<file path="src/design/circle_segment_collision_resolve_core_macros.svh">
// ----------------------------------------------------------------------------
// Assertion macros for the circle/segment collision resolve core
// Concurrent assertion wrappers; empty in synthesis builds.
// ----------------------------------------------------------------------------
`ifndef CIRCLE_SEGMENT_COLLISION_RESOLVE_CORE_MACROS_SVH
`define CIRCLE_SEGMENT_COLLISION_RESOLVE_CORE_MACROS_SVH
`ifndef SYNTHESIS
// checked only out of reset
`define CSCR_ASSERT(lbl, prop, msg) \
  lbl: assert property (@(posedge clk_i) disable iff (!rst_ni) (prop)) else $error(msg);
// checked at every edge, reset included
`define CSCR_ASSERT_ALWAYS(lbl, prop, msg) \
  lbl: assert property (@(posedge clk_i) (prop)) else $error(msg);
`else
`define CSCR_ASSERT(lbl, prop, msg)
`define CSCR_ASSERT_ALWAYS(lbl, prop, msg)
`endif
`endif

</file>
<file path="src/design/cscr_ram.sv">
// ----------------------------------------------------------------------------
// cscr_ram
// Generic single write port RAM with registered read.
// ----------------------------------------------------------------------------
module cscr_ram #(
  parameter int unsigned Width = 64,
  parameter int unsigned Depth = 32,
  localparam int unsigned AddrW = (Depth > 1) ? $clog2(Depth) : 1
) (
  input  logic             clk_i,
  input  logic             we_i,
  input  logic [AddrW-1:0] waddr_i,
  input  logic [Width-1:0] wdata_i,
  input  logic             re_i,
  input  logic [AddrW-1:0] raddr_i,
  output logic [Width-1:0] rdata_o
);

  logic [Width-1:0] mem_q [Depth];
  logic [Width-1:0] rdata_q;

  always_ff @(posedge clk_i) begin
    if (we_i) begin
      mem_q[waddr_i] <= wdata_i;
    end
    if (re_i) begin
      rdata_q <= mem_q[raddr_i];
    end
  end

  assign rdata_o = rdata_q;

endmodule

</file>
<file path="config.mk">
export PLATFORM = sky130hd
export DESIGN_NAME = cscr_ram
export DESIGN_NICKNAME = d
export VERILOG_FILES = /design/src/design/circle_segment_collision_resolve_core_macros.svh /design/src/design/cscr_ram.sv
export SDC_FILE = /design/constraint.sdc
export NUM_CORES = 2
export LEC_CHECK = 0
export ABC_CLOCK_PERIOD_IN_PS = 7700
export BUFFER_PORTS_ARGS = -buffer_cell sky130_fd_sc_hd__buf_2
export CAP_MARGIN = 10
export CORE_ASPECT_RATIO = 0.9
export CORE_MARGIN = 2
export CORE_UTILIZATION = 50
export CTS_BUF_LIST = sky130_fd_sc_hd__clkbuf_2
export CTS_CLUSTER_DIAMETER = 200
export CTS_CLUSTER_SIZE = 25
export DETAILED_ROUTE_END_ITERATION = 8
export PLACE_DENSITY = 0.7
export SKIP_CTS_REPAIR_TIMING = 1
export SLEW_MARGIN = 20
export SYNTH_ARGS = -nofsm -noshare
export SYNTH_HDL_FRONTEND = slang
export SYNTH_SLANG_ARGS = --single-unit
export TNS_END_PERCENT = 30
</file>
<file path="constraint.sdc">
create_clock -name clk_i -period 7.7 [get_ports clk_i]
set_clock_uncertainty 0.15 [all_clocks]
set_input_delay 0.385 -clock clk_i [delete_from_list [all_inputs] [get_ports clk_i]]
set_output_delay 0.385 -clock clk_i [all_outputs]
set_load 0.01 [all_outputs]
</file>
==> reports/results.txt <==
Final Setup Violations: 0
Rows: 138
CTS tree: built
WL per Instance: 32.6 µm
final hold violation count: 0
vias in the first global route: 34200
FF+latch count, synth: 2112
Worst Path Required: 8740 ps
Max Cap Viol: 0
Synth Area in Simple Gates: 0.00376
Die Wd: 425 µm
cell area after synthesis: 79600 µm²
Post-Place Setup Slack: 3920 ps
core area: 158000 µm²
commonest register cell after synthesis: edfxtp_1
post-synth top area cell: edfxtp_1
TritonCTS buffer count: 94
XOR/XNOR Fraction of Synth Area: 0
CTS sink count: 2112
RePlAce Congestion: 0.718
Final #Nets: 3501
Critical Path Max Stage Delay: 770 ps
max-slew violations: 0
flip-flop and latch area: 63400 µm²
crit path time final: 5590 ps
YS warnings: 0
complex-gate fraction of the synthesized area: 0.00462
H-tree depth: 3
Slowest-stage cell, CP: dlygate4sd3_1
crit path capture type: register
root buf cell: clkbuf_2
Clock transition at path regs: 410 ps
router iterations before antenna repair: 7
Starting Density: 0.505
Filler Cells Inserted: 11600
initial antenna violation count: 12
via count: 34900
cells after synthesis: 3097
pwr/cell area: 204 nW/µm²
grt ovf: 0
Die ar.: 162000 µm²
Peak VDD IR: 0.152 mV
Design Power: 17.5 mW
DRC Markers: 0
Port-buffer cells: 140
CP dominant cell by count: dlygate4sd3_1
Chip Height: 383 µm
top post-synthesis cells by area: edfxtp_1, mux4_2, mux2_2
largest family of logic cells by synthesized area: multiplexers
outcome: completed
syn avg cell area: 25.7 µm²
Post-synth EDFFs: 2112
largest net degree at the start of global routing: 116
crit-path max FO: 32
adder-cell share of the synthesized area: 0
Detailed Route Iter0 Violations: 4974
Tightest Pin Transition: 1080 ps
Pleak: 25.8 nW
final setup TNS: 0 ps
fmax: 179 MHz
antenna-violating nets left: 0
cell breakdown of the critical path: dlygate4sd3_1 -> dlygate4sd3_1 -> buf_2 -> dlygate4sd3_1 -> nand3b_1 -> dlygate4sd3_1 -> dlygate4sd3_1 -> nor2_4 -> dlygate4sd3_1 -> dlygate4sd3_1 -> buf_4 -> buf_4
Hold Crit Class: in2reg
layout cells sized above 1: 0.301
post-synthesis sequential area ratio: 0.797
most frequent cell after synthesis: edfxtp_1
global-route wire length before repair: 252000 µm
CP Class: in2reg
via-per-instance ratio: 6.30
Arr. time, crit path: 6620 ps
worst skew pair latency: 1640 ps
Critical Path Start Type: input port
final wirelength: 181000 µm
mux share of post-synthesis cell area: 0.186
Rel. slew slack: 0.280
Clock Path Buffers: 3
RSZ-0062 raised after global routing: no
fin worst setup slack: 2110 ps
area taken by multi-input logic gates: 15700 µm²
I/O pin count: 141
Async SR Flop Fraction: 0
area grow syn2layout: 7.54%
most frequent cells after synthesis: edfxtp_1, mux4_2, mux2_2, buf_2, clkbuf_1
Final period util: 0.726
post-DP HPWL: 86400 µm
Total Routing Usage GR: 0.220
syn_nets: 3174
top cell type's share of synthesized area: 0.797
Synth cell types: 30
flip-flops by register name (all words and copies together) (netlist names):
signal,cells
mem_q,2048
rdata_o,64
metrics by stage:
stage | util | cells | cell area [µm²] | hold WS (ps)
floorplan | - | 3097 | 79600 | 334
CTS | 0.532 | 5358 | 83800 | -1290
detailed placement | 0.528 | 5256 | 83200 | 650
finish | 0.543 | 5542 | 85600 | 132
global placement | 0.528 | 5255 | 83200 | 652
global route | 0.543 | 5540 | 85600 | -19.9
power breakdown:
group / total, mW / switching, mW / internal, mW
logic: 1.15 / 0.624 / 0.526
registers: 12.9 / 0.0520 / 12.8
clock network: 3.46 / 3.06 / 0.398
critical path: cells and delay by family:
| family | cells | cell delay (ps) |
|---|---|---|
| simple gates | 2 | 260 |
| buf+inv | 10 | 5930 |
cell families after synthesis:
logic type	count (synthesis)
buffers and inverters	157
multiplexers	714
AND/OR/NAND/NOR	64
AO/OA/AOI/OAI	50
flip-flops	2112
cells in the final DEF (no fill, tap or decap), types with 4 or more instances in the layout:
cell type      instances
diode_2               12
buf_4                 62
nor2b_1                4
clkbuf_2              96
mux4_2               602
nor2_4                32
edfxtp_1            2112
a221oi_1              12
dlygate4sd3_1        167
nand3b_1               5
mux2_2                74
buf_2                134
buf_12                17
mux2i_1               38
o21ai_0                9
nor2_1                 9
o22ai_1               10
routing by layer:
layer | track usage | up-vias | routed length (µm)
met4 | 0.0517 | 10 | 4340
met5 | 0 | - | 62
li1 | - | 14000 | -
met2 | 0.364 | 1568 | 91700
met1 | 0.312 | 19100 | 71300
met3 | 0.0332 | 244 | 13400
cell type report:
| cell class | count | area share |
|---|---|---|
| Sequential cell | 2112 | 0.741 |
| Multi-Input combinational cell | 828 | 0.183 |
| Timing Repair Buffer | 387 | 0.0382 |
| Tap cell | 2100 | 0.0307 |
| Clock buffer | 96 | 0.00561 |
| Clock inverter | 6 | 0.00113 |
| Antenna cell | 12 | 0.000351 |
| Inverter | 1 | 0.0000438 |
path summary, 6_finish.rpt:
kind,startpoint,end,slack (ps),cells after the start
min,wdata_i[31],mem_q[30][31],130,4
min reg2reg,mem_q[20][25],rdata_o[25],710,4
max reg2reg,mem_q[15][9],rdata_o[9],4610,5
max,waddr_i[2],mem_q[20][31],2110,12
(Power assumes the default switching activity.)
