[src/design/circle_segment_collision_resolve_core_macros.svh]
// ----------------------------------------------------------------------------
// Assertion macros for the circle/segment collision resolve core
// Concurrent assertion wrappers; empty in synthesis builds.
// ----------------------------------------------------------------------------
`ifndef CIRCLE_SEGMENT_COLLISION_RESOLVE_CORE_MACROS_SVH
`define CIRCLE_SEGMENT_COLLISION_RESOLVE_CORE_MACROS_SVH
`ifndef SYNTHESIS
// checked only out of reset
`define CSCR_ASSERT(lbl, prop, msg) \
  lbl: assert property (@(posedge clk_i) disable iff (!rst_ni) (prop)) else $error(msg);
// checked at every edge, reset included
`define CSCR_ASSERT_ALWAYS(lbl, prop, msg) \
  lbl: assert property (@(posedge clk_i) (prop)) else $error(msg);
`else
`define CSCR_ASSERT(lbl, prop, msg)
`define CSCR_ASSERT_ALWAYS(lbl, prop, msg)
`endif
`endif

[src/design/cscr_pkg.sv]
// ----------------------------------------------------------------------------
// cscr_pkg
// Shared types, constants and helpers of the collision resolve core.
// ----------------------------------------------------------------------------
package cscr_pkg;

  localparam int unsigned MaxSegmentsDefault = 32;
  localparam int unsigned ApbAddrW = 4;
  localparam int unsigned ApbDataW = 32;

  localparam logic OpLoad    = 1'b0;
  localparam logic OpResolve = 1'b1;

  localparam int unsigned DivNumW = 52;
  localparam int unsigned DivDenW = 34;
  localparam int unsigned DivQuoW = 18;

  typedef enum logic [1:0] {
    RegRadius = 2'd0,
    RegRefl   = 2'd1,
    RegCount  = 2'd2
  } reg_idx_e;

  typedef enum logic [5:0] {
    OP_NONE, OP_INIT, OP_R2, OP_LATCH, OP_DEN0, OP_DEN1, OP_NUM0, OP_NUM1,
    OP_TSEL, OP_TGET, OP_CSTART, OP_CX0, OP_CX1, OP_CY, OP_DIFF, OP_D2A,
    OP_D2B, OP_SQS, OP_LGET, OP_PXM, OP_PXD, OP_PXG, OP_PYM, OP_PYD, OP_PYG,
    OP_VD0, OP_VD1, OP_RXM, OP_RXD, OP_RXG, OP_RYM, OP_RYD, OP_RYG,
    OP_SXM, OP_SXG, OP_SYM, OP_SYG
  } op_e;

  typedef enum logic [5:0] {
    ST_IDLE, ST_R2, ST_CHK, ST_RD, ST_LATCH, ST_DEN0, ST_DEN1, ST_NUM0,
    ST_NUM1, ST_TSEL, ST_TWAIT, ST_TGET, ST_CSTART, ST_CX0, ST_CX1, ST_CY,
    ST_DIFF, ST_D2A, ST_D2B, ST_HIT, ST_SQS, ST_SQW, ST_LGET, ST_PXM, ST_PXD,
    ST_PXW, ST_PXG, ST_PYM, ST_PYD, ST_PYW, ST_PYG, ST_VD0, ST_VD1, ST_RXM,
    ST_RXD, ST_RXW, ST_RXG, ST_RYM, ST_RYD, ST_RYW, ST_RYG, ST_SXM, ST_SXG,
    ST_SYM, ST_SYG, ST_NEXT, ST_DONE
  } state_e;

  typedef struct packed {
    op_e op;
  } dp_cmd_t;

  typedef struct packed {
    logic den_zero;
    logic num_le0;
    logic num_ge;
    logic hit;
    logic div_idle;
    logic sqrt_idle;
  } dp_status_t;

  function automatic logic signed [15:0] sat16(input logic signed [52:0] v);
    if (v > 53'sd32767) return 16'sh7fff;
    if (v < -53'sd32768) return 16'sh8000;
    return v[15:0];
  endfunction

  // round to nearest, halves away from zero, then shift right
  function automatic logic signed [52:0] rnd_shr(input logic signed [52:0] v,
                                                input int unsigned sh);
    logic [52:0] mag;
    logic [52:0] half;
    mag  = v[52] ? 53'(-v) : 53'(v);
    half = 53'(1) << (sh - 1);
    mag  = (mag + half) >> sh;
    return v[52] ? -signed'(mag) : signed'(mag);
  endfunction

endpackage

[src/design/cscr_ctrl.sv]
// ----------------------------------------------------------------------------
// cscr_ctrl
// Sequencer: walks the segment table and issues datapath micro-ops.
// ----------------------------------------------------------------------------
`include "circle_segment_collision_resolve_core_macros.svh"

module cscr_ctrl import cscr_pkg::*; #(
  parameter int unsigned MaxSegments = MaxSegmentsDefault,
  localparam int unsigned AddrW = (MaxSegments > 1) ? $clog2(MaxSegments) : 1,
  localparam int unsigned IdxW  = $clog2(MaxSegments + 1)
) (
  input  logic             clk_i,
  input  logic             rst_ni,
  input  logic             start_i,
  input  logic             operation_i,
  input  logic [5:0]       seg_count_i,
  input  dp_status_t       status_i,
  output dp_cmd_t          cmd_o,
  output logic             busy_o,
  output logic             done_o,
  output logic             rd_en_o,
  output logic [AddrW-1:0] rd_addr_o
);

  state_e         state_q, state_d;
  logic [IdxW-1:0] idx_q;
  logic [8:0]      cnt_w;
  logic [IdxW-1:0] cnt_eff;
  logic            accept;

  assign cnt_w   = 9'(seg_count_i);
  assign cnt_eff = (cnt_w > 9'(MaxSegments)) ? IdxW'(MaxSegments) : IdxW'(cnt_w);
  assign accept  = start_i && (state_q == ST_IDLE) && (operation_i == OpResolve);

  always_comb begin
    state_d = state_q;
    unique case (state_q)
      ST_IDLE:   if (accept) state_d = ST_R2;
      ST_R2:     state_d = ST_CHK;
      ST_CHK:    state_d = (idx_q < cnt_eff) ? ST_RD : ST_DONE;
      ST_RD:     state_d = ST_LATCH;
      ST_LATCH:  state_d = ST_DEN0;
      ST_DEN0:   state_d = ST_DEN1;
      ST_DEN1:   state_d = ST_NUM0;
      ST_NUM0:   state_d = ST_NUM1;
      ST_NUM1:   state_d = ST_TSEL;
      ST_TSEL: begin
        priority if (status_i.den_zero) state_d = ST_CSTART;
        else if (status_i.num_le0 || status_i.num_ge) state_d = ST_CX0;
        else state_d = ST_TWAIT;
      end
      ST_TWAIT:  if (status_i.div_idle) state_d = ST_TGET;
      ST_TGET:   state_d = ST_CX0;
      ST_CSTART: state_d = ST_DIFF;
      ST_CX0:    state_d = ST_CX1;
      ST_CX1:    state_d = ST_CY;
      ST_CY:     state_d = ST_DIFF;
      ST_DIFF:   state_d = ST_D2A;
      ST_D2A:    state_d = ST_D2B;
      ST_D2B:    state_d = ST_HIT;
      ST_HIT:    state_d = status_i.hit ? ST_SQS : ST_NEXT;
      ST_SQS:    state_d = ST_SQW;
      ST_SQW:    if (status_i.sqrt_idle) state_d = ST_LGET;
      ST_LGET:   state_d = ST_PXM;
      ST_PXM:    state_d = ST_PXD;
      ST_PXD:    state_d = ST_PXW;
      ST_PXW:    if (status_i.div_idle) state_d = ST_PXG;
      ST_PXG:    state_d = ST_PYM;
      ST_PYM:    state_d = ST_PYD;
      ST_PYD:    state_d = ST_PYW;
      ST_PYW:    if (status_i.div_idle) state_d = ST_PYG;
      ST_PYG:    state_d = ST_VD0;
      ST_VD0:    state_d = ST_VD1;
      ST_VD1:    state_d = ST_RXM;
      ST_RXM:    state_d = ST_RXD;
      ST_RXD:    state_d = ST_RXW;
      ST_RXW:    if (status_i.div_idle) state_d = ST_RXG;
      ST_RXG:    state_d = ST_RYM;
      ST_RYM:    state_d = ST_RYD;
      ST_RYD:    state_d = ST_RYW;
      ST_RYW:    if (status_i.div_idle) state_d = ST_RYG;
      ST_RYG:    state_d = ST_SXM;
      ST_SXM:    state_d = ST_SXG;
      ST_SXG:    state_d = ST_SYM;
      ST_SYM:    state_d = ST_SYG;
      ST_SYG:    state_d = ST_NEXT;
      ST_NEXT:   state_d = ST_CHK;
      ST_DONE:   state_d = ST_IDLE;
      default:   state_d = ST_IDLE;
    endcase
  end

  always_comb begin
    cmd_o.op = OP_NONE;
    unique case (state_q)
      ST_IDLE:   cmd_o.op = accept ? OP_INIT : OP_NONE;
      ST_R2:     cmd_o.op = OP_R2;
      ST_LATCH:  cmd_o.op = OP_LATCH;
      ST_DEN0:   cmd_o.op = OP_DEN0;
      ST_DEN1:   cmd_o.op = OP_DEN1;
      ST_NUM0:   cmd_o.op = OP_NUM0;
      ST_NUM1:   cmd_o.op = OP_NUM1;
      ST_TSEL:   cmd_o.op = status_i.den_zero ? OP_NONE : OP_TSEL;
      ST_TGET:   cmd_o.op = OP_TGET;
      ST_CSTART: cmd_o.op = OP_CSTART;
      ST_CX0:    cmd_o.op = OP_CX0;
      ST_CX1:    cmd_o.op = OP_CX1;
      ST_CY:     cmd_o.op = OP_CY;
      ST_DIFF:   cmd_o.op = OP_DIFF;
      ST_D2A:    cmd_o.op = OP_D2A;
      ST_D2B:    cmd_o.op = OP_D2B;
      ST_SQS:    cmd_o.op = OP_SQS;
      ST_LGET:   cmd_o.op = OP_LGET;
      ST_PXM:    cmd_o.op = OP_PXM;
      ST_PXD:    cmd_o.op = OP_PXD;
      ST_PXG:    cmd_o.op = OP_PXG;
      ST_PYM:    cmd_o.op = OP_PYM;
      ST_PYD:    cmd_o.op = OP_PYD;
      ST_PYG:    cmd_o.op = OP_PYG;
      ST_VD0:    cmd_o.op = OP_VD0;
      ST_VD1:    cmd_o.op = OP_VD1;
      ST_RXM:    cmd_o.op = OP_RXM;
      ST_RXD:    cmd_o.op = OP_RXD;
      ST_RXG:    cmd_o.op = OP_RXG;
      ST_RYM:    cmd_o.op = OP_RYM;
      ST_RYD:    cmd_o.op = OP_RYD;
      ST_RYG:    cmd_o.op = OP_RYG;
      ST_SXM:    cmd_o.op = OP_SXM;
      ST_SXG:    cmd_o.op = OP_SXG;
      ST_SYM:    cmd_o.op = OP_SYM;
      ST_SYG:    cmd_o.op = OP_SYG;
      default:   cmd_o.op = OP_NONE;
    endcase
  end

  always_ff @(posedge clk_i or negedge rst_ni) begin
    if (!rst_ni) begin
      state_q <= ST_IDLE;
      idx_q   <= '0;
    end else begin
      state_q <= state_d;
      if (accept) begin
        idx_q <= '0;
      end else if (state_q == ST_NEXT) begin
        idx_q <= idx_q + IdxW'(1);
      end
    end
  end

  assign busy_o    = state_q != ST_IDLE;
  assign done_o    = state_q == ST_DONE;
  assign rd_en_o   = state_q == ST_RD;
  assign rd_addr_o = AddrW'(idx_q);

  `CSCR_ASSERT(a_done_single, done_o |=> !done_o, "result strobe held past one cycle")
  `CSCR_ASSERT(a_div_launched, (state_q == ST_PXD || state_q == ST_RXD) |=> !status_i.div_idle, "divider not started")
  `CSCR_ASSERT(a_idx_range, idx_q <= IdxW'(MaxSegments), "segment index past table")

endmodule

[config.mk]
export PLATFORM = sky130hd
export DESIGN_NAME = cscr_ctrl
export DESIGN_NICKNAME = d
export VERILOG_FILES = /design/src/design/cscr_pkg.sv /design/src/design/cscr_ctrl.sv
export VERILOG_INCLUDE_DIRS = /design/src /design/src/design
export SDC_FILE = /design/constraint.sdc
export NUM_CORES = 1
export LEC_CHECK = 0
export BUFFER_PORTS_ARGS = -buffer_cell sky130_fd_sc_hd__buf_4
export CAP_MARGIN = 20
export CORE_AREA = 2 2 74 76
export DETAILED_ROUTE_END_ITERATION = 8
export DIE_AREA = 0 0 76 78
export GPL_TIMING_DRIVEN = 0
export PLACE_DENSITY = 0.51
export REMOVE_ABC_BUFFERS = 1
export SLEW_MARGIN = 20
export SYNTH_ARGS = -nofsm -noshare
export SYNTH_HDL_FRONTEND = slang
export SYNTH_SLANG_ARGS = --single-unit
[constraint.sdc]
create_clock -name clk_i -period 5.4 [get_ports clk_i]
set_input_delay 0.27 -clock clk_i [delete_from_list [all_inputs] [get_ports clk_i]]
set_output_delay 0.27 -clock clk_i [all_outputs]
set_load 0.02 [all_outputs]
==> run summary <==
The tools report the total chip power as 1.192 mW. Clock-pin slew was measured on the worst setup and hold paths at 0.06 ns. The via count of the first global-routing pass is 1,577, and the final setup violation count is 0. Buffers inserted during clock tree synthesis total 3. Summing the areas of all fa, ha and maj instances in the mapped netlist gives 4.691% of the synthesized area. The switching share of total power is 54.56%, and the xor and xnor area share after synthesis is 2.737%. After detailed routing, the number of remaining DRC violations is 0.

Number of nets in the final layout: 257. For the maximum vdd ir drop, the log shows 0.3106 mV. The clock insertion delay at the later pin of the skew report is 0.24 ns, and the met1 routed wirelength after detailed routing is 2334 um. The logs give 650.3 uW for the switching component of the power and 64.6% for the combinational power share. The first detailed-routing pass ran for 5 iterations.

Once layout is done, the placed cells without fillers occupy 1851 um^2. Cell area power density: 644.2 nW/um^2. After clock tree synthesis, the repair step resized 0 gates. A synthesized cell averages 7.208 um^2. After synthesis, the share of flip-flops with an asynchronous set or reset is 100.0%. The fmax is 0.3358 GHz, and the number of antenna violations at the first check in global routing is 0. For this run, the leading register cell type out of synthesis is sky130_fd_sc_hd__dfrtp_1.

The area share of the largest cell type after synthesis came out at 18.76%. The site row count was 26; the average wire per cell in the routed design was 16.00 um. TritonCTS built the clock tree.

The core region is 5042 um^2. After Yosys synthesis, and, or, nand and nor cells account for 32.29% of the synthesized area. Wire segments on met2 add up to 2172 um in the final route.

Cell internal power was estimated by the tool at 541.7 uW. The critical path is of the flip-flop to output port type. Counting flops with a built-in enable in the synthesized netlist gives 0. The routed design has 4863 um of wire. Transition at the pin with the smallest max-transition slack: 0.9915 ns.

The detailed placer's ending HPWL is 3409 um, and the synthesized instance count is 222. Placement-stage cell area: 1785 um^2. The cell taking the most area after synthesis was sky130_fd_sc_hd__dfrtp_1. After synthesis, the netlist uses 57 different library cells.

The relative area change from synthesis to final layout works out to 15.64%. Once detail routing completed, the nets flagged for antenna violations numbered 0. The number of antenna diodes in the final layout is 0. The tools report the die footprint as 5928 um^2.

The tools report the max-slew violation count as 0. Between clock sinks in the finished design, the worst skew comes to 0.0006755 ns. Final weighted congestion in routability-driven placement: 0.8419. Post-CTS timing repair inserted 0 buffers for setup. The path class of the lowest-slack min-delay path was input pin to flip-flop. In this run the deepest clock path goes through 2 buffers. The period utilization was 55.15%. The synthesized design contains 12 register bits.

The run gives 12 as the TritonCTS sink count. The depth of the CTS H-tree is 1. The top routing layer in use was met4. At the placement stage, the worst setup path has a slack of 2.706 ns. The first global-routing pass estimated 7990 um of wire. The cell family with the largest share of critical-path delay is simple AND/OR/NAND/NOR gates. The flow ran to the end, and the final reports show no timing, DRC or antenna violations. Maximum number of pins on one net before global-route repair: 36.

Traced cell by cell, the critical path runs through or4_4 > or2_4 > nor2_2 > a221oi_1 > o211ai_1 > buf_4. 30 I/O pins were placed. After synthesis, the share of cell area in mux cells is 3.362%.

The number of hold buffers added after CTS was 1. The number of vias per cell after detailed routing works out to 5.645. STA puts the critical path data required time at 5.13 ns. Final worst slack: 2.422 ns. The run gives 8.3% as the clock network power share. The utilization after layout came out at 36.70%. STA classifies the critical path endpoint as an output port. The logs give 16.28% for the overall track demand over capacity in global routing and 1,716 for the total via count in the routed design.

The combinational family with the most area after synthesis is simple AND/OR/NAND/NOR gates. Setup repair after global routing left no endpoint under its margin. The run gives 0 as the number of hold violations in the final report. The worst setup path is launched from a flip-flop.

After detailed routing, the met3 layer carries 265 um of wire. The tools report the sequential power share as 27.0%. The die boundary width works out to 76 um.

The critical path buffer and inverter count is 1, and the initial standard-cell utilization of the core is 31.74%. For this run the aggregate overflow at the end of global routing stands at 0. The worst pin sits at a relative slew slack of 33.90%. The setup total negative slack came out at 0 ns. The detailed router finished its first iteration with 87 violations. Number of port buffers: 29. Sorting the synthesized cells by area gives the leading types as sky130_fd_sc_hd__dfrtp_1, sky130_fd_sc_hd__o21ai_0, sky130_fd_sc_hd__ha_1. The tree is rooted in a sky130_fd_sc_hd__clkbuf_8.

At the worst endpoint, the arrival time is 2.71 ns. For the finished layout, the period the worst path requires is 2.978 ns. For the number of warnings issued by yosys, the log shows 0. The floorplan step set the die height to 78 um. The compound-cell area share of the yosys netlist was 29.01%. Cells with a size suffix above 1 make up 17.52% of the layout.

The cell with the biggest individual delay on the critical path was sky130_fd_sc_hd__dfrtp_1. The tool flagged a number of max-cap violations equal to 0. The proportion of synthesized chip area in sequential cells is 18.76%. Summed over all cells, the static leakage comes to 0.7677 nW.

The peak fanout along the critical path is 28. After synthesis the cells add up to 1600 um^2. The maximum single-stage delay on the critical path is 0.71 ns.
-- flip-flops by register name, summed over array words and instances (netlist names) --
signal and flops:
state_q 6, idx_q 6
-- routing by layer --
metal	vias up	track usage, %
li1	846	-
met1	796	22.51
met2	66	25.54
met3	8	2.093
met4	0	6.909
met5	-	0
-- stage by stage --
| stage | cells | hold WS, ns |
|---|---|---|
| 2_1_floorplan | 200 | -0.02559 |
| 5_1_grt | 304 | 0.3847 |
| 6_report | 304 | 0.3574 |
| 3_5_place_dp | 299 | 0.1215 |
| 3_3_place_gp | 299 | 0.1237 |
| 4_1_cts | 304 | 0.3544 |
-- cell type report --
class,instances,area (um^2)
repair buffers,30,227.7
flip-flops and latches,12,300.3
multi-input cells,181,1154
fillers,544,3192
clock buffers,4,55.05
well taps,70,87.58
inverters,7,26.28
-- synth_stat cells, types with 2 or more instances --
master	n
sky130_fd_sc_hd__nor2_1	20
sky130_fd_sc_hd__o21ai_0	19
sky130_fd_sc_hd__nand2_1	16
sky130_fd_sc_hd__a21oi_1	13
sky130_fd_sc_hd__dfrtp_1	12
sky130_fd_sc_hd__buf_2	9
sky130_fd_sc_hd__a211oi_1	8
sky130_fd_sc_hd__nor2b_1	8
sky130_fd_sc_hd__nand2b_1	7
sky130_fd_sc_hd__nand3_1	7
sky130_fd_sc_hd__ha_1	6
sky130_fd_sc_hd__inv_1	6
sky130_fd_sc_hd__buf_4	5
sky130_fd_sc_hd__clkbuf_1	5
sky130_fd_sc_hd__nor3_1	5
sky130_fd_sc_hd__a31oi_1	4
sky130_fd_sc_hd__nand4_1	4
sky130_fd_sc_hd__o31ai_1	4
sky130_fd_sc_hd__a22oi_1	3
sky130_fd_sc_hd__and3_1	3
sky130_fd_sc_hd__mux2_1	3
sky130_fd_sc_hd__o22ai_1	3
sky130_fd_sc_hd__o32ai_1	3
sky130_fd_sc_hd__xor2_1	3
sky130_fd_sc_hd__a221oi_1	2
sky130_fd_sc_hd__buf_1	2
sky130_fd_sc_hd__mux2i_1	2
sky130_fd_sc_hd__nor3b_1	2
sky130_fd_sc_hd__nor4_1	2
sky130_fd_sc_hd__nor4b_1	2
sky130_fd_sc_hd__o2111ai_1	2
sky130_fd_sc_hd__o211ai_1	2
sky130_fd_sc_hd__o21a_1	2
sky130_fd_sc_hd__o221ai_1	2
sky130_fd_sc_hd__or2_2	2
sky130_fd_sc_hd__or4_1	2
sky130_fd_sc_hd__xnor2_1	2
-- cells by family (layout without fill, tap and decap cells) --
logic type | count (synthesis) | in the layout
and+or+nand+nor | 93 | 93
AOI/OAI and AO/OA | 72 | 72
buffers and inverters | 29 | 41
DFF | 12 | 12
adders and majority gates | 6 | 6
xor gates and xnor gates | 5 | 5
muxes | 5 | 5
-- path summary, 6_finish.rpt --
| kind | to | startpoint | depth (start not counted) | slack [ns] |
|---|---|---|---|---|
| min reg2reg | idx_q[5] | idx_q[5] | 2 | 0.54 |
| max reg2reg | state_q[0] | state_q[3] | 5 | 2.91 |
| min | state_q[5] | status_i[2] | 3 | 0.36 |
| max | cmd_o[0] | state_q[5] | 6 | 2.42 |
| max in group asynchronous | idx_q[0] | rst_ni | 2 | 4.84 |
| min in group asynchronous | idx_q[4] | rst_ni | 2 | 0.41 |
-- cells in the final DEF (no fill, tap or decap), types with 3 or more instances in the layout --
master and n:
sky130_fd_sc_hd__buf_4 29, sky130_fd_sc_hd__nor2_1 20, sky130_fd_sc_hd__o21ai_0 19, sky130_fd_sc_hd__nand2_1 16, sky130_fd_sc_hd__a21oi_1 13, sky130_fd_sc_hd__dfrtp_1 12
sky130_fd_sc_hd__nor2b_1 8, sky130_fd_sc_hd__a211oi_1 8, sky130_fd_sc_hd__nand2b_1 7, sky130_fd_sc_hd__nand3_1 7, sky130_fd_sc_hd__inv_1 6, sky130_fd_sc_hd__ha_1 6
sky130_fd_sc_hd__nor3_1 5, sky130_fd_sc_hd__a31oi_1 4, sky130_fd_sc_hd__o31ai_1 4, sky130_fd_sc_hd__nand4_1 4, sky130_fd_sc_hd__clkbuf_8 4, sky130_fd_sc_hd__o32ai_1 3
sky130_fd_sc_hd__o22ai_1 3, sky130_fd_sc_hd__a22oi_1 3, sky130_fd_sc_hd__and3_1 3, sky130_fd_sc_hd__xor2_1 3, sky130_fd_sc_hd__mux2_1 3
-- power by group through the flow --
stage               Combinational, mW  Clock, mW  Sequential, mW
floorplan                       0.532          0           0.277
global placement                0.767          0           0.326
detailed placement              0.767          0           0.319
CTS                             0.772      0.103           0.317
global route                    0.856      0.108           0.338
finish                          0.770     0.0994           0.322
-- worst register-to-register path: stages, from the launching register on --
cell and delay, ns:
sky130_fd_sc_hd__dfrtp_1 0.91, sky130_fd_sc_hd__nand2b_1 0.38, sky130_fd_sc_hd__nor4b_1 0.62, sky130_fd_sc_hd__a22oi_1 0.23, sky130_fd_sc_hd__nand4_1 0.15, sky130_fd_sc_hd__mux2_1 0.14
No activity file was read; power rests on OpenSTA's default activity.
