**src/design/circle_segment_collision_resolve_core_macros.svh**
```systemverilog
// ----------------------------------------------------------------------------
// Assertion macros for the circle/segment collision resolve core
// Concurrent assertion wrappers; empty in synthesis builds.
// ----------------------------------------------------------------------------
`ifndef CIRCLE_SEGMENT_COLLISION_RESOLVE_CORE_MACROS_SVH
`define CIRCLE_SEGMENT_COLLISION_RESOLVE_CORE_MACROS_SVH
`ifndef SYNTHESIS
// checked only out of reset
`define CSCR_ASSERT(lbl, prop, msg) \
  lbl: assert property (@(posedge clk_i) disable iff (!rst_ni) (prop)) else $error(msg);
// checked at every edge, reset included
`define CSCR_ASSERT_ALWAYS(lbl, prop, msg) \
  lbl: assert property (@(posedge clk_i) (prop)) else $error(msg);
`else
`define CSCR_ASSERT(lbl, prop, msg)
`define CSCR_ASSERT_ALWAYS(lbl, prop, msg)
`endif
`endif

```
**src/design/cscr_pkg.sv**
```systemverilog
// ----------------------------------------------------------------------------
// cscr_pkg
// Shared types, constants and helpers of the collision resolve core.
// ----------------------------------------------------------------------------
package cscr_pkg;

  localparam int unsigned MaxSegmentsDefault = 32;
  localparam int unsigned ApbAddrW = 4;
  localparam int unsigned ApbDataW = 32;

  localparam logic OpLoad    = 1'b0;
  localparam logic OpResolve = 1'b1;

  localparam int unsigned DivNumW = 52;
  localparam int unsigned DivDenW = 34;
  localparam int unsigned DivQuoW = 18;

  typedef enum logic [1:0] {
    RegRadius = 2'd0,
    RegRefl   = 2'd1,
    RegCount  = 2'd2
  } reg_idx_e;

  typedef enum logic [5:0] {
    OP_NONE, OP_INIT, OP_R2, OP_LATCH, OP_DEN0, OP_DEN1, OP_NUM0, OP_NUM1,
    OP_TSEL, OP_TGET, OP_CSTART, OP_CX0, OP_CX1, OP_CY, OP_DIFF, OP_D2A,
    OP_D2B, OP_SQS, OP_LGET, OP_PXM, OP_PXD, OP_PXG, OP_PYM, OP_PYD, OP_PYG,
    OP_VD0, OP_VD1, OP_RXM, OP_RXD, OP_RXG, OP_RYM, OP_RYD, OP_RYG,
    OP_SXM, OP_SXG, OP_SYM, OP_SYG
  } op_e;

  typedef enum logic [5:0] {
    ST_IDLE, ST_R2, ST_CHK, ST_RD, ST_LATCH, ST_DEN0, ST_DEN1, ST_NUM0,
    ST_NUM1, ST_TSEL, ST_TWAIT, ST_TGET, ST_CSTART, ST_CX0, ST_CX1, ST_CY,
    ST_DIFF, ST_D2A, ST_D2B, ST_HIT, ST_SQS, ST_SQW, ST_LGET, ST_PXM, ST_PXD,
    ST_PXW, ST_PXG, ST_PYM, ST_PYD, ST_PYW, ST_PYG, ST_VD0, ST_VD1, ST_RXM,
    ST_RXD, ST_RXW, ST_RXG, ST_RYM, ST_RYD, ST_RYW, ST_RYG, ST_SXM, ST_SXG,
    ST_SYM, ST_SYG, ST_NEXT, ST_DONE
  } state_e;

  typedef struct packed {
    op_e op;
  } dp_cmd_t;

  typedef struct packed {
    logic den_zero;
    logic num_le0;
    logic num_ge;
    logic hit;
    logic div_idle;
    logic sqrt_idle;
  } dp_status_t;

  function automatic logic signed [15:0] sat16(input logic signed [52:0] v);
    if (v > 53'sd32767) return 16'sh7fff;
    if (v < -53'sd32768) return 16'sh8000;
    return v[15:0];
  endfunction

  // round to nearest, halves away from zero, then shift right
  function automatic logic signed [52:0] rnd_shr(input logic signed [52:0] v,
                                                input int unsigned sh);
    logic [52:0] mag;
    logic [52:0] half;
    mag  = v[52] ? 53'(-v) : 53'(v);
    half = 53'(1) << (sh - 1);
    mag  = (mag + half) >> sh;
    return v[52] ? -signed'(mag) : signed'(mag);
  endfunction

endpackage

```
**src/design/cscr_div.sv**
```systemverilog
// ----------------------------------------------------------------------------
// cscr_div
// Radix-2 restoring divider, one quotient bit per cycle.
// ----------------------------------------------------------------------------
module cscr_div #(
  parameter int unsigned NumW = 52,
  parameter int unsigned DenW = 34,
  parameter int unsigned QuoW = 18
) (
  input  logic            clk_i,
  input  logic            rst_ni,
  input  logic            start_i,
  input  logic [NumW-1:0] num_i,
  input  logic [DenW-1:0] den_i,
  output logic            idle_o,
  output logic [QuoW-1:0] quo_o
);

  localparam int unsigned CntW = (QuoW > 1) ? $clog2(QuoW) : 1;

  logic            busy_q;
  logic [CntW-1:0] cnt_q;
  logic [DenW-1:0] rem_q, den_q;
  logic [QuoW-1:0] sh_q;
  logic [DenW:0]   trial;
  logic            ge;

  // caller guarantees num < den * 2^QuoW, so the top part starts below den
  assign trial = {rem_q, sh_q[QuoW-1]};
  assign ge    = trial >= {1'b0, den_q};

  always_ff @(posedge clk_i or negedge rst_ni) begin
    if (!rst_ni) begin
      busy_q <= 1'b0;
      cnt_q  <= '0;
    end else if (start_i) begin
      busy_q <= 1'b1;
      cnt_q  <= '0;
    end else if (busy_q) begin
      cnt_q <= cnt_q + CntW'(1);
      if (cnt_q == CntW'(QuoW - 1)) begin
        busy_q <= 1'b0;
      end
    end
  end

  always_ff @(posedge clk_i) begin
    if (start_i) begin
      rem_q <= DenW'(num_i >> QuoW);
      sh_q  <= num_i[QuoW-1:0];
      den_q <= den_i;
    end else if (busy_q) begin
      rem_q <= ge ? DenW'(trial - {1'b0, den_q}) : DenW'(trial);
      sh_q  <= {sh_q[QuoW-2:0], ge};
    end
  end

  assign idle_o = !busy_q;
  assign quo_o  = sh_q;

endmodule

```
**src/design/cscr_dp.sv**
```systemverilog
// ----------------------------------------------------------------------------
// cscr_dp
// Datapath: shared multiplier, divider and square root unit, per-segment
// geometry registers and the running ball state.
// ----------------------------------------------------------------------------
module cscr_dp import cscr_pkg::*; (
  input  logic               clk_i,
  input  logic               rst_ni,
  input  dp_cmd_t            cmd_i,
  output dp_status_t         status_o,
  input  logic signed [15:0] ball_x_i,
  input  logic signed [15:0] ball_y_i,
  input  logic signed [15:0] speed_x_i,
  input  logic signed [15:0] speed_y_i,
  input  logic [14:0]        radius_i,
  input  logic [15:0]        refl_i,
  input  logic [63:0]        seg_i,
  output logic signed [15:0] ball_x_o,
  output logic signed [15:0] ball_y_o,
  output logic signed [15:0] speed_x_o,
  output logic signed [15:0] speed_y_o
);

  logic signed [15:0] ax_q, ay_q, px_q, py_q, vx_q, vy_q;
  logic signed [16:0] abx_q, aby_q, apx_q, apy_q, cx_q, cy_q;
  logic signed [17:0] dx_q, dy_q;
  logic [33:0]        den_q;
  logic signed [34:0] num_q, vd_q;
  logic [16:0]        t_q;
  logic [35:0]        dist2_q;
  logic [29:0]        r2_q;
  logic [23:0]        len_q;
  logic signed [19:0] rx_q, ry_q;
  logic signed [52:0] prod_q;
  logic               div_neg_q;

  logic signed [34:0] mul_a;
  logic signed [17:0] mul_b;
  logic signed [52:0] mul_p, mac;
  logic [52:0]        prod_mag;

  logic               div_start, div_neg, div_idle;
  logic [DivNumW-1:0] div_num;
  logic [DivDenW-1:0] div_den;
  logic [DivQuoW-1:0] div_quo;
  logic signed [DivQuoW:0] q_s;

  logic        sq_busy_q;
  logic [4:0]  sq_cnt_q;
  logic [24:0] sq_rem_q;
  logic [23:0] sq_root_q;
  logic [47:0] sq_in_q;
  logic [26:0] sq_rsh, sq_trial;
  logic        sq_ge;

  // shared multiplier operand select
  always_comb begin
    mul_a = '0;
    mul_b = '0;
    unique case (cmd_i.op)
      OP_R2:   begin
        mul_a = 35'(signed'({1'b0, radius_i}));
        mul_b = 18'(signed'({1'b0, radius_i}));
      end
      OP_DEN0: begin mul_a = 35'(abx_q); mul_b = 18'(abx_q); end
      OP_DEN1: begin mul_a = 35'(aby_q); mul_b = 18'(aby_q); end
      OP_NUM0: begin mul_a = 35'(apx_q); mul_b = 18'(abx_q); end
      OP_NUM1: begin mul_a = 35'(apy_q); mul_b = 18'(aby_q); end
      OP_CX0:  begin mul_a = 35'(signed'({1'b0, t_q})); mul_b = 18'(abx_q); end
      OP_CX1:  begin mul_a = 35'(signed'({1'b0, t_q})); mul_b = 18'(aby_q); end
      OP_D2A:  begin mul_a = 35'(dx_q); mul_b = dx_q; end
      OP_D2B:  begin mul_a = 35'(dy_q); mul_b = dy_q; end
      OP_PXM:  begin mul_a = 35'(dx_q); mul_b = 18'(signed'({1'b0, radius_i})); end
      OP_PYM:  begin mul_a = 35'(dy_q); mul_b = 18'(signed'({1'b0, radius_i})); end
      OP_VD0:  begin mul_a = 35'(vx_q); mul_b = dx_q; end
      OP_VD1:  begin mul_a = 35'(vy_q); mul_b = dy_q; end
      OP_RXM:  begin mul_a = vd_q; mul_b = dx_q; end
      OP_RYM:  begin mul_a = vd_q; mul_b = dy_q; end
      OP_SXM:  begin mul_a = 35'(rx_q); mul_b = 18'(signed'({1'b0, refl_i})); end
      OP_SYM:  begin mul_a = 35'(ry_q); mul_b = 18'(signed'({1'b0, refl_i})); end
      default: begin mul_a = '0; mul_b = '0; end
    endcase
  end

  assign mul_p    = 53'(mul_a) * 53'(mul_b);
  assign mac      = prod_q + mul_p;
  assign prod_mag = prod_q[52] ? 53'(-prod_q) : 53'(prod_q);

  // divider operands; for the projection and reflection divisions the rounding half is folded into the dividend
  always_comb begin
    div_start = 1'b0;
    div_neg   = 1'b0;
    div_num   = '0;
    div_den   = '0;
    unique case (cmd_i.op)
      OP_TSEL: begin
        div_start = !status_o.num_le0 && !status_o.num_ge;
        div_num   = {2'b00, num_q[33:0], 16'h0000};
        div_den   = den_q;
      end
      OP_PXD, OP_PYD: begin
        div_start = 1'b1;
        div_neg   = prod_q[52];
        div_num   = DivNumW'((prod_mag << 8) + 53'(len_q >> 1));
        div_den   = DivDenW'(len_q);
      end
      OP_RXD, OP_RYD: begin
        div_start = 1'b1;
        div_neg   = prod_q[52];
        div_num   = DivNumW'((prod_mag << 1) + 53'(dist2_q[35:1]));
        div_den   = dist2_q[33:0];
      end
      default: begin
        div_start = 1'b0;
      end
    endcase
  end

  cscr_div #(
    .NumW(DivNumW),
    .DenW(DivDenW),
    .QuoW(DivQuoW)
  ) u_div (
    .clk_i  (clk_i),
    .rst_ni (rst_ni),
    .start_i(div_start),
    .num_i  (div_num),
    .den_i  (div_den),
    .idle_o (div_idle),
    .quo_o  (div_quo)
  );

  assign q_s = div_neg_q ? -signed'({1'b0, div_quo}) : signed'({1'b0, div_quo});

  // integer square root, two radicand bits per cycle
  assign sq_rsh   = {sq_rem_q, sq_in_q[47:46]};
  assign sq_trial = {1'b0, sq_root_q, 2'b01};
  assign sq_ge    = sq_rsh >= sq_trial;

  always_ff @(posedge clk_i or negedge rst_ni) begin
    if (!rst_ni) begin
      sq_busy_q <= 1'b0;
      sq_cnt_q  <= '0;
    end else if (cmd_i.op == OP_SQS) begin
      sq_busy_q <= 1'b1;
      sq_cnt_q  <= '0;
    end else if (sq_busy_q) begin
      sq_cnt_q <= sq_cnt_q + 5'd1;
      if (sq_cnt_q == 5'd23) begin
        sq_busy_q <= 1'b0;
      end
    end
  end

  always_ff @(posedge clk_i) begin
    if (cmd_i.op == OP_SQS) begin
      sq_rem_q  <= '0;
      sq_root_q <= '0;
      sq_in_q   <= {2'b00, dist2_q[29:0], 16'h0000};
    end else if (sq_busy_q) begin
      sq_rem_q  <= sq_ge ? 25'(sq_rsh - sq_trial) : 25'(sq_rsh);
      sq_root_q <= {sq_root_q[22:0], sq_ge};
      sq_in_q   <= {sq_in_q[45:0], 2'b00};
    end
  end

  always_ff @(posedge clk_i) begin
    if (div_start) begin
      div_neg_q <= div_neg;
    end
    unique case (cmd_i.op)
      OP_INIT: begin
        px_q <= ball_x_i;
        py_q <= ball_y_i;
        vx_q <= speed_x_i;
        vy_q <= speed_y_i;
      end
      OP_R2:    r2_q <= 30'(mul_p);
      OP_LATCH: begin
        ax_q  <= seg_i[63:48];
        ay_q  <= seg_i[47:32];
        abx_q <= 17'(signed'(seg_i[31:16])) - 17'(signed'(seg_i[63:48]));
        aby_q <= 17'(signed'(seg_i[15:0])) - 17'(signed'(seg_i[47:32]));
        apx_q <= 17'(px_q) - 17'(signed'(seg_i[63:48]));
        apy_q <= 17'(py_q) - 17'(signed'(seg_i[47:32]));
      end
      OP_DEN0, OP_NUM0, OP_CX0, OP_D2A, OP_PXM, OP_PYM, OP_VD0, OP_RXM,
      OP_RYM, OP_SXM, OP_SYM: prod_q <= mul_p;
      OP_DEN1:  den_q <= 34'(mac);
      OP_NUM1:  num_q <= 35'(mac);
      OP_TSEL: begin
        // clamped ends; the interior case arrives through the divider
        t_q <= status_o.num_le0 ? 17'd0 : 17'h10000;
      end
      OP_TGET:  t_q <= 17'(div_quo);
      OP_CSTART: begin
        cx_q <= 17'(ax_q);
        cy_q <= 17'(ay_q);
      end
      OP_CX1: begin
        cx_q   <= 17'(53'(ax_q) + rnd_shr(prod_q, 16));
        prod_q <= mul_p;
      end
      OP_CY:    cy_q <= 17'(53'(ay_q) + rnd_shr(prod_q, 16));
      OP_DIFF: begin
        dx_q <= 18'(px_q) - 18'(cx_q);
        dy_q <= 18'(py_q) - 18'(cy_q);
      end
      OP_D2B:   dist2_q <= 36'(mac);
      OP_LGET:  len_q <= sq_root_q;
      OP_PXG:   px_q <= sat16(53'(cx_q) + 53'(q_s));
      OP_PYG:   py_q <= sat16(53'(cy_q) + 53'(q_s));
      OP_VD1:   vd_q <= 35'(mac);
      OP_RXG:   rx_q <= 20'(vx_q) - 20'(q_s);
      OP_RYG:   ry_q <= 20'(vy_q) - 20'(q_s);
      OP_SXG:   vx_q <= sat16(rnd_shr(prod_q, 15));
      OP_SYG:   vy_q <= sat16(rnd_shr(prod_q, 15));
      default: begin
      end
    endcase
  end

  assign status_o.den_zero  = den_q == '0;
  assign status_o.num_le0   = num_q <= 35'sd0;
  assign status_o.num_ge    = num_q >= signed'({1'b0, den_q});
  assign status_o.hit       = (dist2_q <= 36'(r2_q)) && (dist2_q != '0);
  assign status_o.div_idle  = div_idle;
  assign status_o.sqrt_idle = !sq_busy_q;

  assign ball_x_o  = px_q;
  assign ball_y_o  = py_q;
  assign speed_x_o = vx_q;
  assign speed_y_o = vy_q;

endmodule

```
**config.mk**
```make
export PLATFORM = sky130hd
export DESIGN_NAME = cscr_dp
export DESIGN_NICKNAME = d
export VERILOG_FILES = /design/src/design/circle_segment_collision_resolve_core_macros.svh /design/src/design/cscr_pkg.sv /design/src/design/cscr_div.sv /design/src/design/cscr_dp.sv
export SDC_FILE = /design/constraint.sdc
export NUM_CORES = 2
export LEC_CHECK = 0
export BUFFER_PORTS_ARGS = -buffer_cell sky130_fd_sc_hd__buf_4
export CORE_UTILIZATION = 40
export CTS_CLUSTER_SIZE = 8
export DETAILED_ROUTE_END_ITERATION = 6
export PLACE_DENSITY = 0.65
export SLEW_MARGIN = 20
export SYNTH_ARGS = -nofsm -noshare
export SYNTH_HDL_FRONTEND = slang
export SYNTH_HIERARCHICAL = 1
export SYNTH_SLANG_ARGS = --single-unit
```
**constraint.sdc**
```tcl
create_clock -name clk_i -period 8.4 [get_ports clk_i]
set_input_delay 0.42 -clock clk_i [delete_from_list [all_inputs] [get_ports clk_i]]
set_output_delay 0.42 -clock clk_i [all_outputs]
set_load 0.02 [all_outputs]
```
==> key figures <==
Finish
  • Post-route design area: 88520 µm²
  • Final std cells w/o fill: 11230
  • Synth-to-Final Area Change: 23.18%
  • Number of nets in the finished design: 10165
  • Proportion of layout cells with a drive suffix above 1: 19.41%

Synthesis
  • Post-Syn Nets: 9129
  • Warning count from the yosys run: 6
  • Ranking of synthesized cells by instance count: inv_1 (1098), nand2_1 (922), nor2_1 (711), edfxtp_1 (655), fa_1 (617)
  • Post-synthesis average cell area: 9.222 µm²
  • Dominant synthesized flop cell: edfxtp_1
  • Synth top area share: 27.37%
  • Synth Cell Area: 71870 µm²
  • Cell with the most instances after synthesis: inv_1
  • Number of enable-type register cells in the synthesized netlist: 655
  • Top cell type by total area after synthesis: edfxtp_1
  • Most area-consuming cells after synthesis: edfxtp_1 (27%), fa_1 (17%), ha_1 (9.6%)
  • Share of flip-flops with an asynchronous set or reset: 1.671%
  • Count of different cell masters after synthesis: 106
  • Instance count of the mapped netlist: 7793
  • Part of the Yosys area used for sequential elements: 29.21%
  • Seq cells post-synth: 718

Power and ir drop
  • Sequential share of power: 27.6%
  • Total power density per cell area: 212.8 nW/µm²
  • Total Power Consumption: 18.84 mW
  • Combinational group share of total power: 51.5%
  • Highest ir drop seen on vdd: 0.1910 mV
  • Total internal power: 11.01 mW
  • Clock Power Share: 20.9%
  • Proportion of total power due to net switching: 41.56%
  • Net switching power: 7.830 mW
  • Reported leakage power: 39.21 nW

Setup path
  • Buffering stage count on the worst path with inverters included: 9
  • Critical Path Slowest Stage Cell: fa_1
  • Crit Reg-Reg Endpoint: dist2_q[34]
  • Critical path arrival: 9.41 ns
  • Category of the worst setup path launch point: flop
  • Critical register-to-register path startpoint: apx_q[9]
  • Reg-to-reg setup timing slack: -0.59 ns
  • Critical path capture point type: flop
  • Data required time of the critical path: 8.82 ns
  • Cell with the most instances on the worst path: fa_1
  • Largest driver fanout on the critical path: 5
  • Number of cells on the worst reg-to-reg path: 36
  • Maximum single-stage delay on the critical path: 0.56 ns
  • Worst Setup Path Type: reg -> reg
  • Cell class contributing the biggest share of worst-path delay: adder cells

GRT
  • Wire length of the first global-routing pass: 418400 µm
  • Antenna violations before repair: 15
  • Overflow left after global routing: 0
  • Largest net degree at the start of global routing: 149
  • GRT Util Overall: 31.45%
  • Vias in the first global route: 63332

STA
  • Post-route worst setup slack: -0.5857 ns
  • Final count of negative-setup-slack endpoints: 41
  • Worst-Margin Slew: 1.144 ns
  • Final count of hold timing violations: 0
  • Count of pins over their slew limit: 0
  • Normalized max-slew margin: 23.16%
  • Post-route setup TNS: -11.81 ns
  • RSZ-0062 raised after global routing: yes
  • Upper clock frequency limit: 111.3 MHz
  • Worst setup skew after layout: 0.1057 ns
  • Period minus WS final: 8.986 ns
  • Final critical-path share of the clock period: 107.0%

Job
  • Max_cap viols: 0

Floorplanning
  • Core Box Area: 178400 µm²
  • Row count: 155
  • Initial cell density of the core: 40.28%
  • Die boundary height: 425.9 µm
  • Chip Width: 425.9 µm
  • Full die area: 181400 µm²
  • # IOs: 237

Route
  • Initial DRC Count: 5845
  • Remaining routing DRC violations: 0
  • Drt pass-1 iters: 6
  • Routed wire length: 289200 µm
  • Vias post-DR: 63060
  • WL/cell: 25.75 µm
  • Average vias per placed instance: 5.615
  • Number of routed nets with antenna violations: 0

Place
  • Final RePlAce weighted congestion: 1.029
  • Port Buffers: 236
  • Total cell area at the placement stage: 83120 µm²
  • HPWL reported at the end of detailed placement: 239600 µm
  • Worst slack, placed: -1.573 ns
  • Cell count after placement: 10958

CTS
  • H-Tree Depth: 3
  • Later-pin clock latency in the skew report: 0.76 ns
  • Root Buffer: clkbuf_16
  • Clock Sink Count: 718
  • Clock tree from TritonCTS: done
  • Reg clk slew, reported paths: 0.05 ns
  • Clock buffer depth: 3
  • Number of buffers created by CTS: 103

Min path
  • Min-Delay Endpoint: ball_y_o[5]
  • Hold path start: ball_y_i[5]
  • Class of the worst hold path: in -> reg
  • Worst hold path depth: 3

Status
  • Violations in the final reports: negative setup slack
  • Status: finished, violations left
[registers in the layout, indices dropped and copies added (netlist names), 24 cells and up]
signal and count:
len_q 24, den_q 34, vd_q 35, sq_rem_q 25, u_div/den_q 34, num_q 35
dist2_q 36, sq_root_q 24, sq_in_q 32, prod_q 53, u_div/rem_q 34, r2_q 30
[tightest hold or removal path: cells and delay by family]
kind                   cells  cell delay, ns
buffers and inverters      1            0.08
AOI/OAI and AO/OA          1            0.11
and+or+nand+nor            1            0.05
[layout by cell type (no fill, tap or decap), types with 32 or more instances in the layout]
master,synthesis,layout
and2_1,44,42
buf_4,5,1079
nor3_1,115,104
dlygate4sd3_1,0,53
clkbuf_16,0,105
a21boi_0,85,84
o21ai_0,377,362
nor4_1,64,59
o21bai_1,35,33
buf_12,0,53
nand4_1,72,72
inv_1,1098,1074
a21oi_1,341,309
nor2b_1,89,87
nand2b_1,82,78
nor2_1,711,670
mux2i_1,45,45
o21a_1,39,39
xor2_1,144,137
fa_1,617,592
a21o_1,113,107
a22oi_1,136,127
ha_1,552,533
nand3_1,97,91
edfxtp_1,655,655
dfxtp_1,51,51
nand2_1,922,891
xnor2_1,327,305
o31ai_1,40,38
o41ai_1,34,32
[metrics by stage]
step                hold WS, ns  util (%)
finish                  0.04704     49.61
floorplan                0.1244         -
CTS                    0.005243     49.12
global route            0.03384     49.61
detailed placement       0.2774     46.59
global placement         0.2656     46.59
[routing by layer]
layer	routed length (µm)	global-route usage [%]	part of all wire, %
met1	111300	38.36	38
met2	136100	51.87	47
met3	19290	4.493	6.7
met4	22490	20.64	7.8
met5	28	0	0.0097
[area by class of cell]
class                           count  area [µm²]
Timing Repair Buffer             1217       10080
Fill cell                       16537       89900
Tap cell                         2355        2947
Sequential cell                   718       20990
Antenna cell                        7       17.52
Clock inverter                     14       249.0
Clock buffer                      130        2689
Inverter                         1102        4145
Multi-Input combinational cell   5687       47400
[worst max-delay path by stage]
stage                   start  slack (ns)     endpoint  cells past startpoint
global placement     cmd_i[3]       -1.51    num_q[33]                     42
detailed placement   cmd_i[3]       -1.57  dist2_q[34]                     43
finish               apx_q[9]       -0.59  dist2_q[34]                     36
CTS                 apx_q[16]       -0.50    den_q[33]                     40
floorplan            cmd_i[1]       -0.52  dist2_q[35]                     41
global route         cmd_i[1]       -0.80    den_q[33]                     44
[cell families after synthesis]
group	after synthesis	share of synthesized area (%)
flops	718	29.21
fa+ha+maj	1169	26.80
buf+inv	1388	7.342
simple gates	2413	15.37
xor+xnor	473	5.801
compound gates	1555	14.35
mux	77	1.128
[power groups by stage]
stage               clock, mW  sequential, mW  combinational (mW)
floorplan                   0            5.06                6.04
global placement            0            5.23                9.06
detailed placement          0            5.25                9.22
CTS                      3.99            5.19                9.46
global route             4.13            5.25                10.6
finish                   3.94            5.20                9.71
[repair_timing]
| item | in CTS | in global routing |
|---|---|---|
| endpoints found under the hold margin | 64 | 0 |
| pin swaps | 106 | 112 |
| setup buffers | 44 | 27 |
| cloned | 0 | 4 |
| gates resized for setup | 139 | 155 |
| setup endpoints to repair | 59 | 96 |
| hold buffers | 53 | 0 |
Note: power is estimated with default switching activity, not from simulation.
